## src/rtl/lerw_pkg.sv

```systemverilog
// lerw_pkg: shared constants and types of the lattice edge row walker
// no dependencies; imported by lerw_div and lattice_edge_row_walker_core
package lerw_pkg;

   localparam int X_WIDTH_DEF   = 12;
   localparam int ROW_COUNT_DEF = 64;
   localparam int ROW_W         = 6;

   typedef enum logic [2:0] {
      ST_IDLE,
      ST_SETUP,
      ST_DIV,
      ST_WALK,
      ST_HEND
   } lerw_state_type;

endpackage

```

## src/rtl/lerw_div.sv

```systemverilog
// lerw_div: restoring divider, one quotient bit per cycle
// depends on lerw_pkg for the row width
module lerw_div #(
   parameter int X_WIDTH = lerw_pkg::X_WIDTH_DEF
) (
   input  logic                       clock,
   input  logic                       reset,
   input  logic                       start,
   input  logic [X_WIDTH-1:0]         dividend,
   input  logic [lerw_pkg::ROW_W-1:0] divisor,
   output logic                       done,
   output logic [X_WIDTH-1:0]         quotient,
   output logic [lerw_pkg::ROW_W-1:0] remainder
);
   import lerw_pkg::*;

   localparam int CNT_W = $clog2(X_WIDTH + 1);

   logic [X_WIDTH-1:0] quo_ff, quo_in;
   logic [ROW_W-1:0]   rem_ff, rem_in;
   logic [ROW_W-1:0]   dvs_ff, dvs_in;
   logic [CNT_W-1:0]   cnt_ff, cnt_in;
   logic               busy_ff, busy_in;
   logic               done_ff, done_in;
   logic [ROW_W:0]     partial;
   logic [ROW_W:0]     diff;
   logic               fits;

   // shift in the next dividend bit and try the subtraction
   assign partial = {rem_ff, quo_ff[X_WIDTH-1]};
   assign diff    = partial - {1'b0, dvs_ff};
   assign fits    = !diff[ROW_W];

   always_comb begin
      quo_in  = quo_ff;
      rem_in  = rem_ff;
      dvs_in  = dvs_ff;
      cnt_in  = cnt_ff;
      busy_in = busy_ff;
      done_in = 1'b0;
      if (start) begin
         quo_in  = dividend;
         rem_in  = '0;
         dvs_in  = divisor;
         cnt_in  = CNT_W'(X_WIDTH);
         busy_in = 1'b1;
      end else if (busy_ff) begin
         quo_in = {quo_ff[X_WIDTH-2:0], fits};
         rem_in = fits ? diff[ROW_W-1:0] : partial[ROW_W-1:0];
         cnt_in = cnt_ff - 1'b1;
         if (cnt_ff == CNT_W'(1)) begin
            busy_in = 1'b0;
            done_in = 1'b1;
         end
      end
   end

   always_ff @(posedge clock) begin
      if (reset) begin
         busy_ff <= 1'b0;
         done_ff <= 1'b0;
         cnt_ff  <= '0;
      end else begin
         busy_ff <= busy_in;
         done_ff <= done_in;
         cnt_ff  <= cnt_in;
      end
      quo_ff <= quo_in;
      rem_ff <= rem_in;
      dvs_ff <= dvs_in;
   end

   assign done      = done_ff;
   assign quotient  = quo_ff;
   assign remainder = rem_ff;

endmodule

```

## src/rtl/lattice_edge_row_walker_core.sv

```systemverilog
// lattice_edge_row_walker_core: top level of the lattice edge row walker
// depends on lerw_pkg and lerw_div
//
// Walks one edge from (req_start_x, req_start_y) to (req_end_x, req_end_y) and
// sends the lattice points it visits, one per row from the start row to the
// end row inclusive, each on the rsp_ ports for a single cycle under
// rsp_strobe; the final point of a run carries rsp_last_point. A horizontal
// edge gives its two endpoints, a zero-length edge gives nothing at all (no
// strobe and no last marker, so watch busy to know the edge is finished).
// Rows above ROW_COUNT-1 are clamped. The receiver cannot hold results off:
// it must take every strobed transfer. An edge is taken when start is high
// and busy is low; busy drops in the cycle the last point is on the ports,
// so the next edge can be taken at the edge that takes that point.
// One edge of row span |dy| > 0 goes from the transfer to the edge that takes
// the last point through the set-up state, the bit-serial divider that splits
// |dx| by |dy| into a whole column step and a remainder, a hand-over while the
// divider's done flag is registered, one row per cycle, and the output
// register. A horizontal edge sends its start point from the set-up state and
// its end point from ST_HEND; a zero-length edge is busy only in set-up.
module lattice_edge_row_walker_core #(
   parameter int X_WIDTH   = lerw_pkg::X_WIDTH_DEF,
   parameter int ROW_COUNT = lerw_pkg::ROW_COUNT_DEF
) (
   input  logic                              clock,
   input  logic                              reset,
   input  logic                              start,
   output logic                              busy,
   input  logic signed [X_WIDTH-1:0]         req_start_x,
   input  logic        [lerw_pkg::ROW_W-1:0] req_start_y,
   input  logic signed [X_WIDTH-1:0]         req_end_x,
   input  logic        [lerw_pkg::ROW_W-1:0] req_end_y,
   output logic                              rsp_strobe,
   output logic signed [X_WIDTH-1:0]         rsp_point_x,
   output logic        [lerw_pkg::ROW_W-1:0] rsp_point_y,
   output logic                              rsp_last_point
);
   import lerw_pkg::*;

   localparam logic [ROW_W-1:0] ROW_MAX = ROW_W'(ROW_COUNT - 1);

   lerw_state_type state_ff, state_in;

   // captured edge, rows already clamped
   logic [X_WIDTH-1:0] x0_ff, x0_in;
   logic [X_WIDTH-1:0] x1_ff, x1_in;
   logic [ROW_W-1:0]   y0_ff, y0_in;
   logic [ROW_W-1:0]   y1_ff, y1_in;

   // walk state
   logic [X_WIDTH-1:0] x_ff, x_in;
   logic [ROW_W-1:0]   y_ff, y_in;
   logic [ROW_W-1:0]   err_ff, err_in;     // m*|dy| - k*|dx| - t0, kept in 0..|dy|-1
   logic [ROW_W-1:0]   ady_ff, ady_in;
   logic [ROW_W-1:0]   left_ff, left_in;   // rows still to go after this one
   logic               xneg_ff, xneg_in;
   logic               yneg_ff, yneg_in;

   // result registers
   logic               strobe_ff, strobe_in;
   logic [X_WIDTH-1:0] px_ff, px_in;
   logic [ROW_W-1:0]   py_ff, py_in;
   logic               plast_ff, plast_in;

   // set-up arithmetic on the captured edge
   logic [X_WIDTH:0]   dx_fwd, dx_rev;
   logic               dx_neg, dx_zero;
   logic [X_WIDTH-1:0] adx;
   logic               dy_neg, dy_zero;
   logic [ROW_W-1:0]   ady;
   logic               same_sign;

   // divider
   logic               div_start, div_done;
   logic [X_WIDTH-1:0] div_quo;
   logic [ROW_W-1:0]   div_rem;

   // one row step
   logic [ROW_W:0]     err_sub;
   logic               carry;
   logic [X_WIDTH-1:0] x_step;

   assign busy = (state_ff != ST_IDLE);

   // both differences in parallel, pick the non-negative one
   assign dx_fwd  = {x1_ff[X_WIDTH-1], x1_ff} - {x0_ff[X_WIDTH-1], x0_ff};
   assign dx_rev  = {x0_ff[X_WIDTH-1], x0_ff} - {x1_ff[X_WIDTH-1], x1_ff};
   assign dx_neg  = dx_fwd[X_WIDTH];
   assign dx_zero = (x0_ff == x1_ff);
   assign adx     = dx_neg ? dx_rev[X_WIDTH-1:0] : dx_fwd[X_WIDTH-1:0];

   assign dy_neg  = (y1_ff < y0_ff);
   assign dy_zero = (y1_ff == y0_ff);
   assign ady     = dy_neg ? (y0_ff - y1_ff) : (y1_ff - y0_ff);

   // edge rises or falls with x: threshold offset is zero
   assign same_sign = !dx_zero && (dx_neg == dy_neg);

   assign div_start = (state_ff == ST_SETUP) && !dy_zero;

   lerw_div #(
      .X_WIDTH (X_WIDTH)
   ) u_div (
      .clock     (clock),
      .reset     (reset),
      .start     (div_start),
      .dividend  (adx),
      .divisor   (ady),
      .done      (div_done),
      .quotient  (div_quo),
      .remainder (div_rem)
   );

   // error term loses the remainder each row; a borrow costs one extra column
   assign err_sub = {1'b0, err_ff} - {1'b0, div_rem};
   assign carry   = err_sub[ROW_W];
   assign x_step  = div_quo + {{(X_WIDTH-1){1'b0}}, carry};

   // next state
   always_comb begin
      state_in = state_ff;
      unique case (state_ff)
         ST_IDLE: begin
            if (start) state_in = ST_SETUP;
         end
         ST_SETUP: begin
            if (dy_zero) begin
               state_in = dx_zero ? ST_IDLE : ST_HEND;
            end else begin
               state_in = ST_DIV;
            end
         end
         ST_DIV: begin
            if (div_done) state_in = ST_WALK;
         end
         ST_WALK: begin
            if (left_ff == '0) state_in = ST_IDLE;
         end
         ST_HEND: begin
            state_in = ST_IDLE;
         end
         default: state_in = ST_IDLE;
      endcase
   end

   // datapath and results
   always_comb begin
      x0_in     = x0_ff;
      x1_in     = x1_ff;
      y0_in     = y0_ff;
      y1_in     = y1_ff;
      x_in      = x_ff;
      y_in      = y_ff;
      err_in    = err_ff;
      ady_in    = ady_ff;
      left_in   = left_ff;
      xneg_in   = xneg_ff;
      yneg_in   = yneg_ff;
      strobe_in = 1'b0;
      px_in     = px_ff;
      py_in     = py_ff;
      plast_in  = plast_ff;
      unique case (state_ff)
         ST_IDLE: begin
            // capture on the input transfer, clamping rows
            if (start) begin
               x0_in = req_start_x;
               x1_in = req_end_x;
               y0_in = (req_start_y > ROW_MAX) ? ROW_MAX : req_start_y;
               y1_in = (req_end_y > ROW_MAX) ? ROW_MAX : req_end_y;
            end
         end
         ST_SETUP: begin
            x_in    = x0_ff;
            y_in    = y0_ff;
            ady_in  = ady;
            left_in = ady;
            xneg_in = dx_neg;
            yneg_in = dy_neg;
            err_in  = same_sign ? '0 : (ady - 1'b1);
            // horizontal edge: start point now, end point next cycle
            if (dy_zero && !dx_zero) begin
               strobe_in = 1'b1;
               px_in     = x0_ff;
               py_in     = y0_ff;
               plast_in  = 1'b0;
            end
         end
         ST_DIV: begin
         end
         ST_WALK: begin
            strobe_in = 1'b1;
            px_in     = x_ff;
            py_in     = y_ff;
            plast_in  = (left_ff == '0);
            left_in   = left_ff - 1'b1;
            err_in    = carry ? (err_sub[ROW_W-1:0] + ady_ff) : err_sub[ROW_W-1:0];
            x_in      = xneg_ff ? (x_ff - x_step) : (x_ff + x_step);
            y_in      = yneg_ff ? (y_ff - 1'b1) : (y_ff + 1'b1);
         end
         ST_HEND: begin
            strobe_in = 1'b1;
            px_in     = x1_ff;
            py_in     = y1_ff;
            plast_in  = 1'b1;
         end
         default: begin
         end
      endcase
   end

   always_ff @(posedge clock) begin
      if (reset) begin
         state_ff  <= ST_IDLE;
         strobe_ff <= 1'b0;
      end else begin
         state_ff  <= state_in;
         strobe_ff <= strobe_in;
      end
      x0_ff    <= x0_in;
      x1_ff    <= x1_in;
      y0_ff    <= y0_in;
      y1_ff    <= y1_in;
      x_ff     <= x_in;
      y_ff     <= y_in;
      err_ff   <= err_in;
      ady_ff   <= ady_in;
      left_ff  <= left_in;
      xneg_ff  <= xneg_in;
      yneg_ff  <= yneg_in;
      px_ff    <= px_in;
      py_ff    <= py_in;
      plast_ff <= plast_in;
   end

   assign rsp_strobe     = strobe_ff;
   assign rsp_point_x    = px_ff;
   assign rsp_point_y    = py_ff;
   assign rsp_last_point = plast_ff;

endmodule

```

## config.mk

```make
export PLATFORM = sky130hd
export DESIGN_NAME = lattice_edge_row_walker_core
export DESIGN_NICKNAME = d
export VERILOG_FILES = /design/src/rtl/lerw_pkg.sv /design/src/rtl/lerw_div.sv /design/src/rtl/lattice_edge_row_walker_core.sv
export SDC_FILE = /design/constraint.sdc
export NUM_CORES = 1
export LEC_CHECK = 0
export ABC_AREA = 1
export BUFFER_PORTS_ARGS = -buffer_cell sky130_fd_sc_hd__buf_2
export CORE_ASPECT_RATIO = 1.1
export CORE_UTILIZATION = 55
export DETAILED_ROUTE_END_ITERATION = 7
export GPL_TIMING_DRIVEN = 0
export PLACE_DENSITY = 0.83
export SYNTH_ARGS = -nofsm -noshare
export SYNTH_HDL_FRONTEND = slang
export SYNTH_SLANG_ARGS = --single-unit
```

## constraint.sdc

```tcl
create_clock -name clock -period 7 [get_ports clock]
set_input_delay 0.7 -clock clock [delete_from_list [all_inputs] [get_ports clock]]
set_output_delay 0.7 -clock clock [all_outputs]
set_load 0.03 [all_outputs]
```

Word-level counts from Yosys, hierarchy flattened:

Cells that the tools add are included.

* $add $sub $neg: 15
* bitwise logic cells: 1
* reductions and logical operators: 18
* multiplexer cells: 33
* $lt $le $gt $ge: 3
* eq/ne operators: 12

Operator list (count)
* 12-bit two-way mux: 5
* 6-bit two-way mux: 6
* 12-bit case mux with 3 select lines: 1
* 6-bit case mux with 2 select lines: 3
* 12-bit case mux with 2 select lines: 1
* 12-bit subtractor: 2
* 6-bit case mux with 3 select lines: 1
* 6-bit by 1-bit subtractor with 6-bit output, second input constant: 3
* 3-bit two-way mux: 5
* 12-bit by 12-bit subtractor with 13-bit output: 1
* 12-bit by 1-bit adder with 12-bit output: 1
* 12-bit adder: 1
* 12-bit == test: 1
* 6-bit greater-than comparator, second input constant: 2
* 3-bit case mux with 4 select lines: 1
* 6-bit subtractor: 2
* 4-bit two-way mux: 2
* 6-bit by 6-bit subtractor with 7-bit output: 1
* 7-bit by 6-bit subtractor with 7-bit output: 1
* 6-bit by 1-bit adder with 6-bit output, second input constant: 1
* 6-bit adder: 1
* 3-bit by 2-bit == test with 1-bit output, second input constant: 2
* 6-bit == test: 1
* 6-bit zero test: 1
* 21 further kinds: 36

* register bits: 127
* logic and storage cells: 105
* output and inout bits: 21
* input port bits: 39

Longest topological paths before layout:

Gate-level depths: netlist (run 1).

* depth in word-level cells: 5
* depth in mapped cells: 29
* mapped depth without buffers: 29

Modules after synthesis:

Synthesis (run 1) repeated with hierarchy kept, for this count alone.

* cells, all modules: 1069
* area total of the unflattened synthesis: 9037.4 µm²

Modules (own cells, without submodules)
* lattice_edge_row_walker_core: instances 1, area an instance 7450.9 µm², sequential area each 2872.8 µm², cells each 877
* lerw_div: instances 1, area an instance 1586.5 µm², sequential area each 780.7 µm², cells each 192

Worst setup path after synthesis (run 1):

Ideal clock, no wire load.

* kind: reg2reg
* from: register err_ff[0]
* to: register x_ff[11] (data pin)
* cell stages (with the launch flop): 28
* buffers on the path: 0
* slack: 2.811 ns
* arrival: 3.936 ns
* data required time: 6.747 ns
* library setup time: 0.253 ns
* clock period less this slack: 4.189 ns
* path through: edfxtp_1 > inv_1 > ha_1 > inv_1 > fa_1 > nand3_1 > nand3_1 > a21o_1 > a21oi_2 > ha_1 > nand2_1 > nand2_1 > ha_1 > nand3_1 > nor2_1 > a31oi_1 > nor2_1 > xor2_1 > inv_1 > ha_1 > inv_1 > nor3_1 > inv_1 > or2_2 > nand3_1 > nand2_1 > nand3_1 > nand2_1

* word-level cells in the longest chain between the ends: 5
* elaborated cells on any way between the ends: 6
* classes of those cells: 4 x add/sub; 2 x mux

RTL lines
* start: declaration: line lattice_edge_row_walker_core.sv:52 `logic [ROW_W-1:0] err_ff, err_in;`
* start signal: assignment: line lattice_edge_row_walker_core.sv:225 `err_ff <= err_in;`
* 6-bit by 6-bit subtractor with 7-bit output *: line lattice_edge_row_walker_core.sv:114 `assign err_sub = {1'b0, err_ff} - {1'b0, div_rem};`
* 12-bit by 1-bit adder with 12-bit output *: line lattice_edge_row_walker_core.sv:116 `assign x_step = div_quo + {{(X_WIDTH-1){1'b0}}, carry};`
* 12-bit adder or 12-bit subtractor (tied branches): line lattice_edge_row_walker_core.sv:197 `x_in = xneg_ff ? (x_ff - x_step) : (x_ff + x_step);`
* 12-bit two-way mux *: line lattice_edge_row_walker_core.sv:197
* 12-bit case mux with 2 select lines *: line lattice_edge_row_walker_core.sv:162 `unique case (state_ff)`
* via x_in[11]: line lattice_edge_row_walker_core.sv:50 `logic [X_WIDTH-1:0] x_ff, x_in;`
* end signal: assignment: line lattice_edge_row_walker_core.sv:223 `x_ff <= x_in;`
* end: declaration: line lattice_edge_row_walker_core.sv:50

The timed path passes the listed nets; every way through them passes the cells marked *.
A chain may end at the register's enable or synchronous reset.

Worst setup path after layout (run 1):

Same ends and word-level chain as after synthesis.

==> results of run 1 <==
[metal layers]
layer / global-route usage / part of all wire / vias to the layer above
li1: - / - / 3567
met5: 0 / 0 / -
met2: 0.458 / 0.47 / 392
met4: 0.119 / 0.030 / 0
met3: 0.0489 / 0.087 / 63
met1: 0.369 / 0.41 / 3440
[registers in the layout, summed over array words and instances (netlist names), 3 cells and up]
name / cells
u_div.quotient: 12
u_div.cnt_ff: 4
x0_ff: 12
u_div.dvs_ff: 6
x_ff: 12
rsp_point_y: 6
y0_ff: 6
left_ff: 6
u_div.remainder: 6
ady_ff: 6
y_ff: 6
rsp_point_x: 12
x1_ff: 12
err_ff: 6
y1_ff: 6
state_ff: 3
[layout by cell type, fill, tap and decap left out, types with 7 or more instances in the layout]
cell type	n
a21oi_1	56
o221ai_1	13
nand2_1	234
edfxtp_1	111
o21ai_0	49
nor2_1	71
a31oi_1	13
o21ai_1	11
ha_1	74
nand4_1	8
nand2_2	7
inv_1	140
dfxtp_1	16
clkbuf_1	24
clkbuf_16	17
xnor2_1	18
fa_1	9
buf_2	52
nand3_1	60
xor2_1	41
[stage by stage]
stage / std cells / hold WS [ns] / power [mW] / area, um2 / utilization
floorplan: 1031 / 0.437 / 3.52 / 8750 / -
CTS: 1306 / 0.428 / 5.05 / 9780 / 0.640
finish: 1306 / 0.432 / 5.10 / 9780 / 0.640
detailed placement: 1275 / 0.458 / 4.23 / 9280 / 0.607
global route: 1306 / 0.425 / 5.50 / 9780 / 0.640
global placement: 1273 / 0.447 / 4.12 / 9220 / 0.603
[how the worst max path moves through the flow]
| stage | start | endpoint | slack [ns] |
|---|---|---|---|
| global route | err_ff[0] | x_ff[11] | 1.77 |
| CTS | err_ff[0] | x_ff[11] | 2.17 |
| floorplan | err_ff[0] | x_ff[11] | 2.81 |
| global placement | state_ff[2] | rsp_point_x[10] | 1.65 |
| finish | err_ff[0] | x_ff[11] | 2.09 |
| detailed placement | err_ff[0] | x_ff[11] | 2.22 |
[critical path, delay by kind of cell, from the launching register on]
kind	cells	cell delay, ns
compound gates	3	0.84
xor+xnor	1	0.18
fa+ha+maj	4	1.16
buf+inv	6	0.39
flops	1	0.36
simple gates	13	1.71
[report_power, final]
group          switching (mW)  total [mW]  internal [mW]
Combinational            1.92        2.97           1.05
Clock                   0.331       0.774          0.443
Sequential              0.172        1.36           1.19
Total                    2.42        5.10           2.68
[kinds of logic after synthesis]
group | synth area share
simple gates | 0.195
xor+xnor | 0.0628
fa+ha+maj | 0.126
compound gates | 0.114
flops | 0.418
buf+inv | 0.0845
[final cells by class]
type | instances | area [um2] | share of cell area
Buffer | 37 | 188 | 0.0192
Clock buffer | 19 | 433 | 0.0443
Clock inverter | 12 | 73.8 | 0.00755
Inverter | 147 | 552 | 0.0564
Multi-Input combinational cell | 720 | 4370 | 0.446
Sequential cell | 127 | 3650 | 0.373
Tap cell | 196 | 245 | 0.0251
Timing Repair Buffer | 48 | 270 | 0.0276
==> impl_metrics.env, run 1 <==
export IMPL_ctsResizeCount=0
export IMPL_hold_buffers=0
export IMPL_hold_path_cell_count=1
export IMPL_yosysMostFrequentCell="nand2_1"
export IMPL_ir_drop_mv=0.420
export IMPL_cts_max_level=4
export IMPL_track_usage=0.282
export IMPL_die_w_um=122
export IMPL_crit_path_end_kind="flop"
export IMPL_antenna_cells=0
export IMPL_num_fill_cells=1289
export IMPL_yosys_top_cells_area="edfxtp_1 38%, ha_1 11%, nand2_1 10%"
export IMPL_clk_latency_ns=0.44
export IMPL_seq_area_frac_synth=0.418
export IMPL_chipHeight_um=134
export IMPL_syn_nets=1153
export IMPL_synthCells=1031
export IMPL_coreArea_um2=15300
export IMPL_hp_class="in2reg"
export IMPL_vias_per_cell=5.71
export IMPL_avgRoutedWirePerCell_um=16.8
export IMPL_leakagePower_nw=4.42
export IMPL_start_util=0.572
export IMPL_clkTransAtPathRegs_ns=0.06
export IMPL_crit_arrival_ns=5.09
export IMPL_finalMaxSlewViolations=0
export IMPL_cts_setup_buffers=0
export IMPL_clock_tree_root_cell="clkbuf_16"
export IMPL_synth_top_cell_area_share=0.381
export IMPL_synthFlopType="edfxtp_1"
export IMPL_grt_max_degree=36
export IMPL_ant_nets=0
export IMPL_io_pins=60
export IMPL_hold_viol=0
export IMPL_synth_edff_count=111
export IMPL_required_ns=7.18
export IMPL_numCtsBuffers=17
export IMPL_rsz0062_at_grt="no"
export IMPL_run_status="finished clean"
export IMPL_drive_gt1_frac=0.113
export IMPL_fin_crit_ns=4.91
export IMPL_synth_avg_cell_area_um2=8.48
export IMPL_period_share=0.701
export IMPL_rows=47
export IMPL_ys_ff_latch=127
export IMPL_cts_sinks=127
export IMPL_grt_pass1_wl_um=34900
export IMPL_slowest_delay_ns=0.40
export IMPL_cts_tree="yes"
export IMPL_ys_top_cells_by_count="234 x nand2_1, 140 x inv_1, 111 x edfxtp_1, 74 x ha_1, 73 x nor2_1"
export IMPL_hold_path_end="y0_ff[3]"
export IMPL_setup_violations=0
export IMPL_worst_pin_slew_ns=1.08
export IMPL_drtPass1Iterations=6
export IMPL_holdCritStartpoint="req_start_y[3]"
export IMPL_syn2layout_area_growth_pct=11.9
export IMPL_drc=0
export IMPL_vias=7462
export IMPL_finClkSkew_ns=0.0166
export IMPL_relSlewSlack=0.277
export IMPL_antenna_found_initial=0
export IMPL_place_congestion=0.973
export IMPL_drv_cap=0
export IMPL_power_density_nw_per_um2=522
export IMPL_hpwl_um=16500
export IMPL_yosys_warnings=0
export IMPL_grt_pass1_vias=7075
export IMPL_start_kind="flop"
export IMPL_async_flop_share=0
export IMPL_clockBufferDepth=2
export IMPL_r2r_end="x_ff[11]"
export IMPL_layout_nets=1220
export IMPL_crit_top_cell="inv_1"
export IMPL_path_class="reg2reg"
export IMPL_totalWireLength_um=21900
export IMPL_overflow=0
export IMPL_r2r_slack_ns=2.09
export IMPL_r2r_cells=27
export IMPL_setup_tns_ns=0
export IMPL_die_area_um2=16400
export IMPL_critPathSlowestCell="fa_1"
export IMPL_synth_top_area_cell="edfxtp_1"
export IMPL_drt_iter0_drc=640
export IMPL_critPathMaxFanout=10
export IMPL_pre_cts_ws_ns=2.22
export IMPL_r2r_start="err_ff[0]"
export IMPL_fmaxAchievable_mhz=204
export IMPL_synth_cell_types=43
export IMPL_synth_area_um2=8750
export IMPL_portBuffers=46
export IMPL_final_setup_worst_slack_ns=2.09
(Power assumes the default switching activity.)
==> run 2: changes to the inputs <==
==> constraint.sdc (replaced) <==
create_clock -name clock -period 4.8 [get_ports clock]
set_input_delay 0.48 -clock clock [delete_from_list [all_inputs] [get_ports clock]]
set_output_delay 0.48 -clock clock [all_outputs]
set_load 0.03 [all_outputs]
==> run 2 against run 1 <==
  * Cell count barely moved
  * Clock-buffer cell count did not move
  * Flip-flop and latch count did not move
  * Die area did not move
  * Clock power rose by 46%
  * Wire length barely moved
  * Core utilization rose by 0.18 points
  * Maximum frequency rose by 9.3%
  * Critical path type unchanged
  * Highest routed layer unchanged
==> impl_metrics.env, run 2 (same netlist as run 1, synthesis figures left out) <==
export IMPL_clock_tree_root_cell="clkbuf_16"
export IMPL_drt_iter0_drc=604
export IMPL_switching_share=0.475
export IMPL_finClkSkew_ns=0.0170
export IMPL_run_status="finished clean"
export IMPL_antenna_cells=0
export IMPL_crit_arrival_ns=4.67
export IMPL_rows=47
export IMPL_grt_pass1_vias=7075
export IMPL_start_kind="flop"
export IMPL_fmaxAchievable_mhz=223
export IMPL_antenna_found_initial=0
export IMPL_cts_sinks=127
export IMPL_pwr_share_comb=0.584
export IMPL_r2r_slack_ns=0.31
export IMPL_worst_pin_slew_ns=1.08
export IMPL_p_switching_mw=3.56
export IMPL_slowest_delay_ns=0.40
export IMPL_syn2layout_area_growth_pct=12.2
export IMPL_placed_area_um2=9280
export IMPL_critPathMaxFanout=4
export IMPL_leakagePower_nw=4.43
export IMPL_drtPass1Iterations=6
export IMPL_required_ns=4.98
export IMPL_hpwl_um=16500
export IMPL_die_area_um2=16400
export IMPL_vias_per_cell=5.70
export IMPL_die_w_um=122
export IMPL_layout_commonest_cell="nand2_1"
export IMPL_hold_viol=0
export IMPL_hp_class="in2reg"
export IMPL_critPathSlowestCell="fa_1"
export IMPL_clkTransAtPathRegs_ns=0.06
export IMPL_overflow=0
export IMPL_setup_violations=0
export IMPL_finalMaxSlewViolations=0
export IMPL_drive_gt1_frac=0.117
export IMPL_power_mw=7.48
export IMPL_final_setup_worst_slack_ns=0.311
export IMPL_vias=7450
export IMPL_fin_area_um2=9810
export IMPL_chipHeight_um=134
export IMPL_final_cell_mix="233 x nand2_1, 140 x inv_1, 111 x edfxtp_1"
export IMPL_path_class="reg2reg"
export IMPL_relSlewSlack=0.275
export IMPL_rsz0062_at_grt="no"
export IMPL_clockBufferDepth=2
export IMPL_io_pins=60
export IMPL_final_util=0.642
export IMPL_totalWireLength_um=21900
export IMPL_fin_crit_ns=4.49
export IMPL_clk_latency_ns=0.44
export IMPL_hold_buffers=0
export IMPL_avgRoutedWirePerCell_um=16.8
export IMPL_numCtsBuffers=17
export IMPL_grt_pass1_wl_um=34900
export IMPL_coreArea_um2=15300
export IMPL_p_seq_frac=0.265
export IMPL_period_share=0.935
export IMPL_clkPwrFrac=0.151
export IMPL_start_util=0.572
export IMPL_place_congestion=0.973
export IMPL_drc=0
export IMPL_power_density_nw_per_um2=763
export IMPL_ant_nets=0
export IMPL_setup_tns_ns=0
export IMPL_crit_path_end_kind="flop"
export IMPL_grt_max_degree=36
export IMPL_ir_drop_mv=0.605
export IMPL_layout_nets=1221
export IMPL_cts_max_level=4
export IMPL_internal_power_mw=3.93
export IMPL_cts_tree="yes"
export IMPL_track_usage=0.282
export IMPL_portBuffers=46
export IMPL_pre_cts_ws_ns=0.0206
export IMPL_drv_cap=0
run 2: area by class of cell:
class / instances / area [um2]
tap: 196 / 245
timing repair buffer: 49 / 278
buffer: 37 / 188
clock inverter: 12 / 73.8
sequential: 127 / 3650
clock buffer: 19 / 433
fill: 1281 / 5480
inverter: 147 / 552
multi-input combinational: 720 / 4390
run 2: timing repair:
item | in CTS | in global routing
buffers inserted | 0 | 1
pin swaps | 0 | 3
gates resized for setup | 1 | 4
setup endpoints to repair | 1 | 5
run 2: metrics by stage:
stage	cells	hold slack, ns
3_5_place_dp	1275	0.458
5_1_grt	1307	0.205
2_1_floorplan	1031	0.437
3_3_place_gp	1273	0.447
4_1_cts	1306	0.208
6_report	1307	0.213
run 2: power groups by stage:
stage	Combinational, mW	Clock, mW	Sequential, mW
global placement	4.01	0	2.00
detailed placement	4.18	0	2.00
finish	4.37	1.13	1.98
CTS	4.26	1.14	1.98
floorplan	3.17	0	1.96
global route	4.86	1.18	2.02
run 2: path summary, 6_finish.rpt:
kind	start	to	depth (start not counted)
worst max-delay path	err_ff[0]	x_ff[11]	27
worst min-delay path	req_start_y[3]	y0_ff[3]	1
worst max register to register	err_ff[0]	x_ff[11]	27
worst min register to register	u_div.cnt_ff[1]	u_div.cnt_ff[1]	2
run 2: critical path, delay by kind of cell, from the launching register on:
kind | cells | cell delay (ns)
AOI/OAI and AO/OA | 3 | 0.52
xor gates and xnor gates | 1 | 0.19
adders and majority gates | 5 | 1.25
buffers and inverters | 5 | 0.33
DFF | 1 | 0.36
and+or+nand+nor | 13 | 1.59
run 2: per-layer routing:
layer	track usage	share of wire
met5	0	0
met2	0.458	0.48
met1	0.369	0.42
met3	0.0489	0.078
met4	0.119	0.029
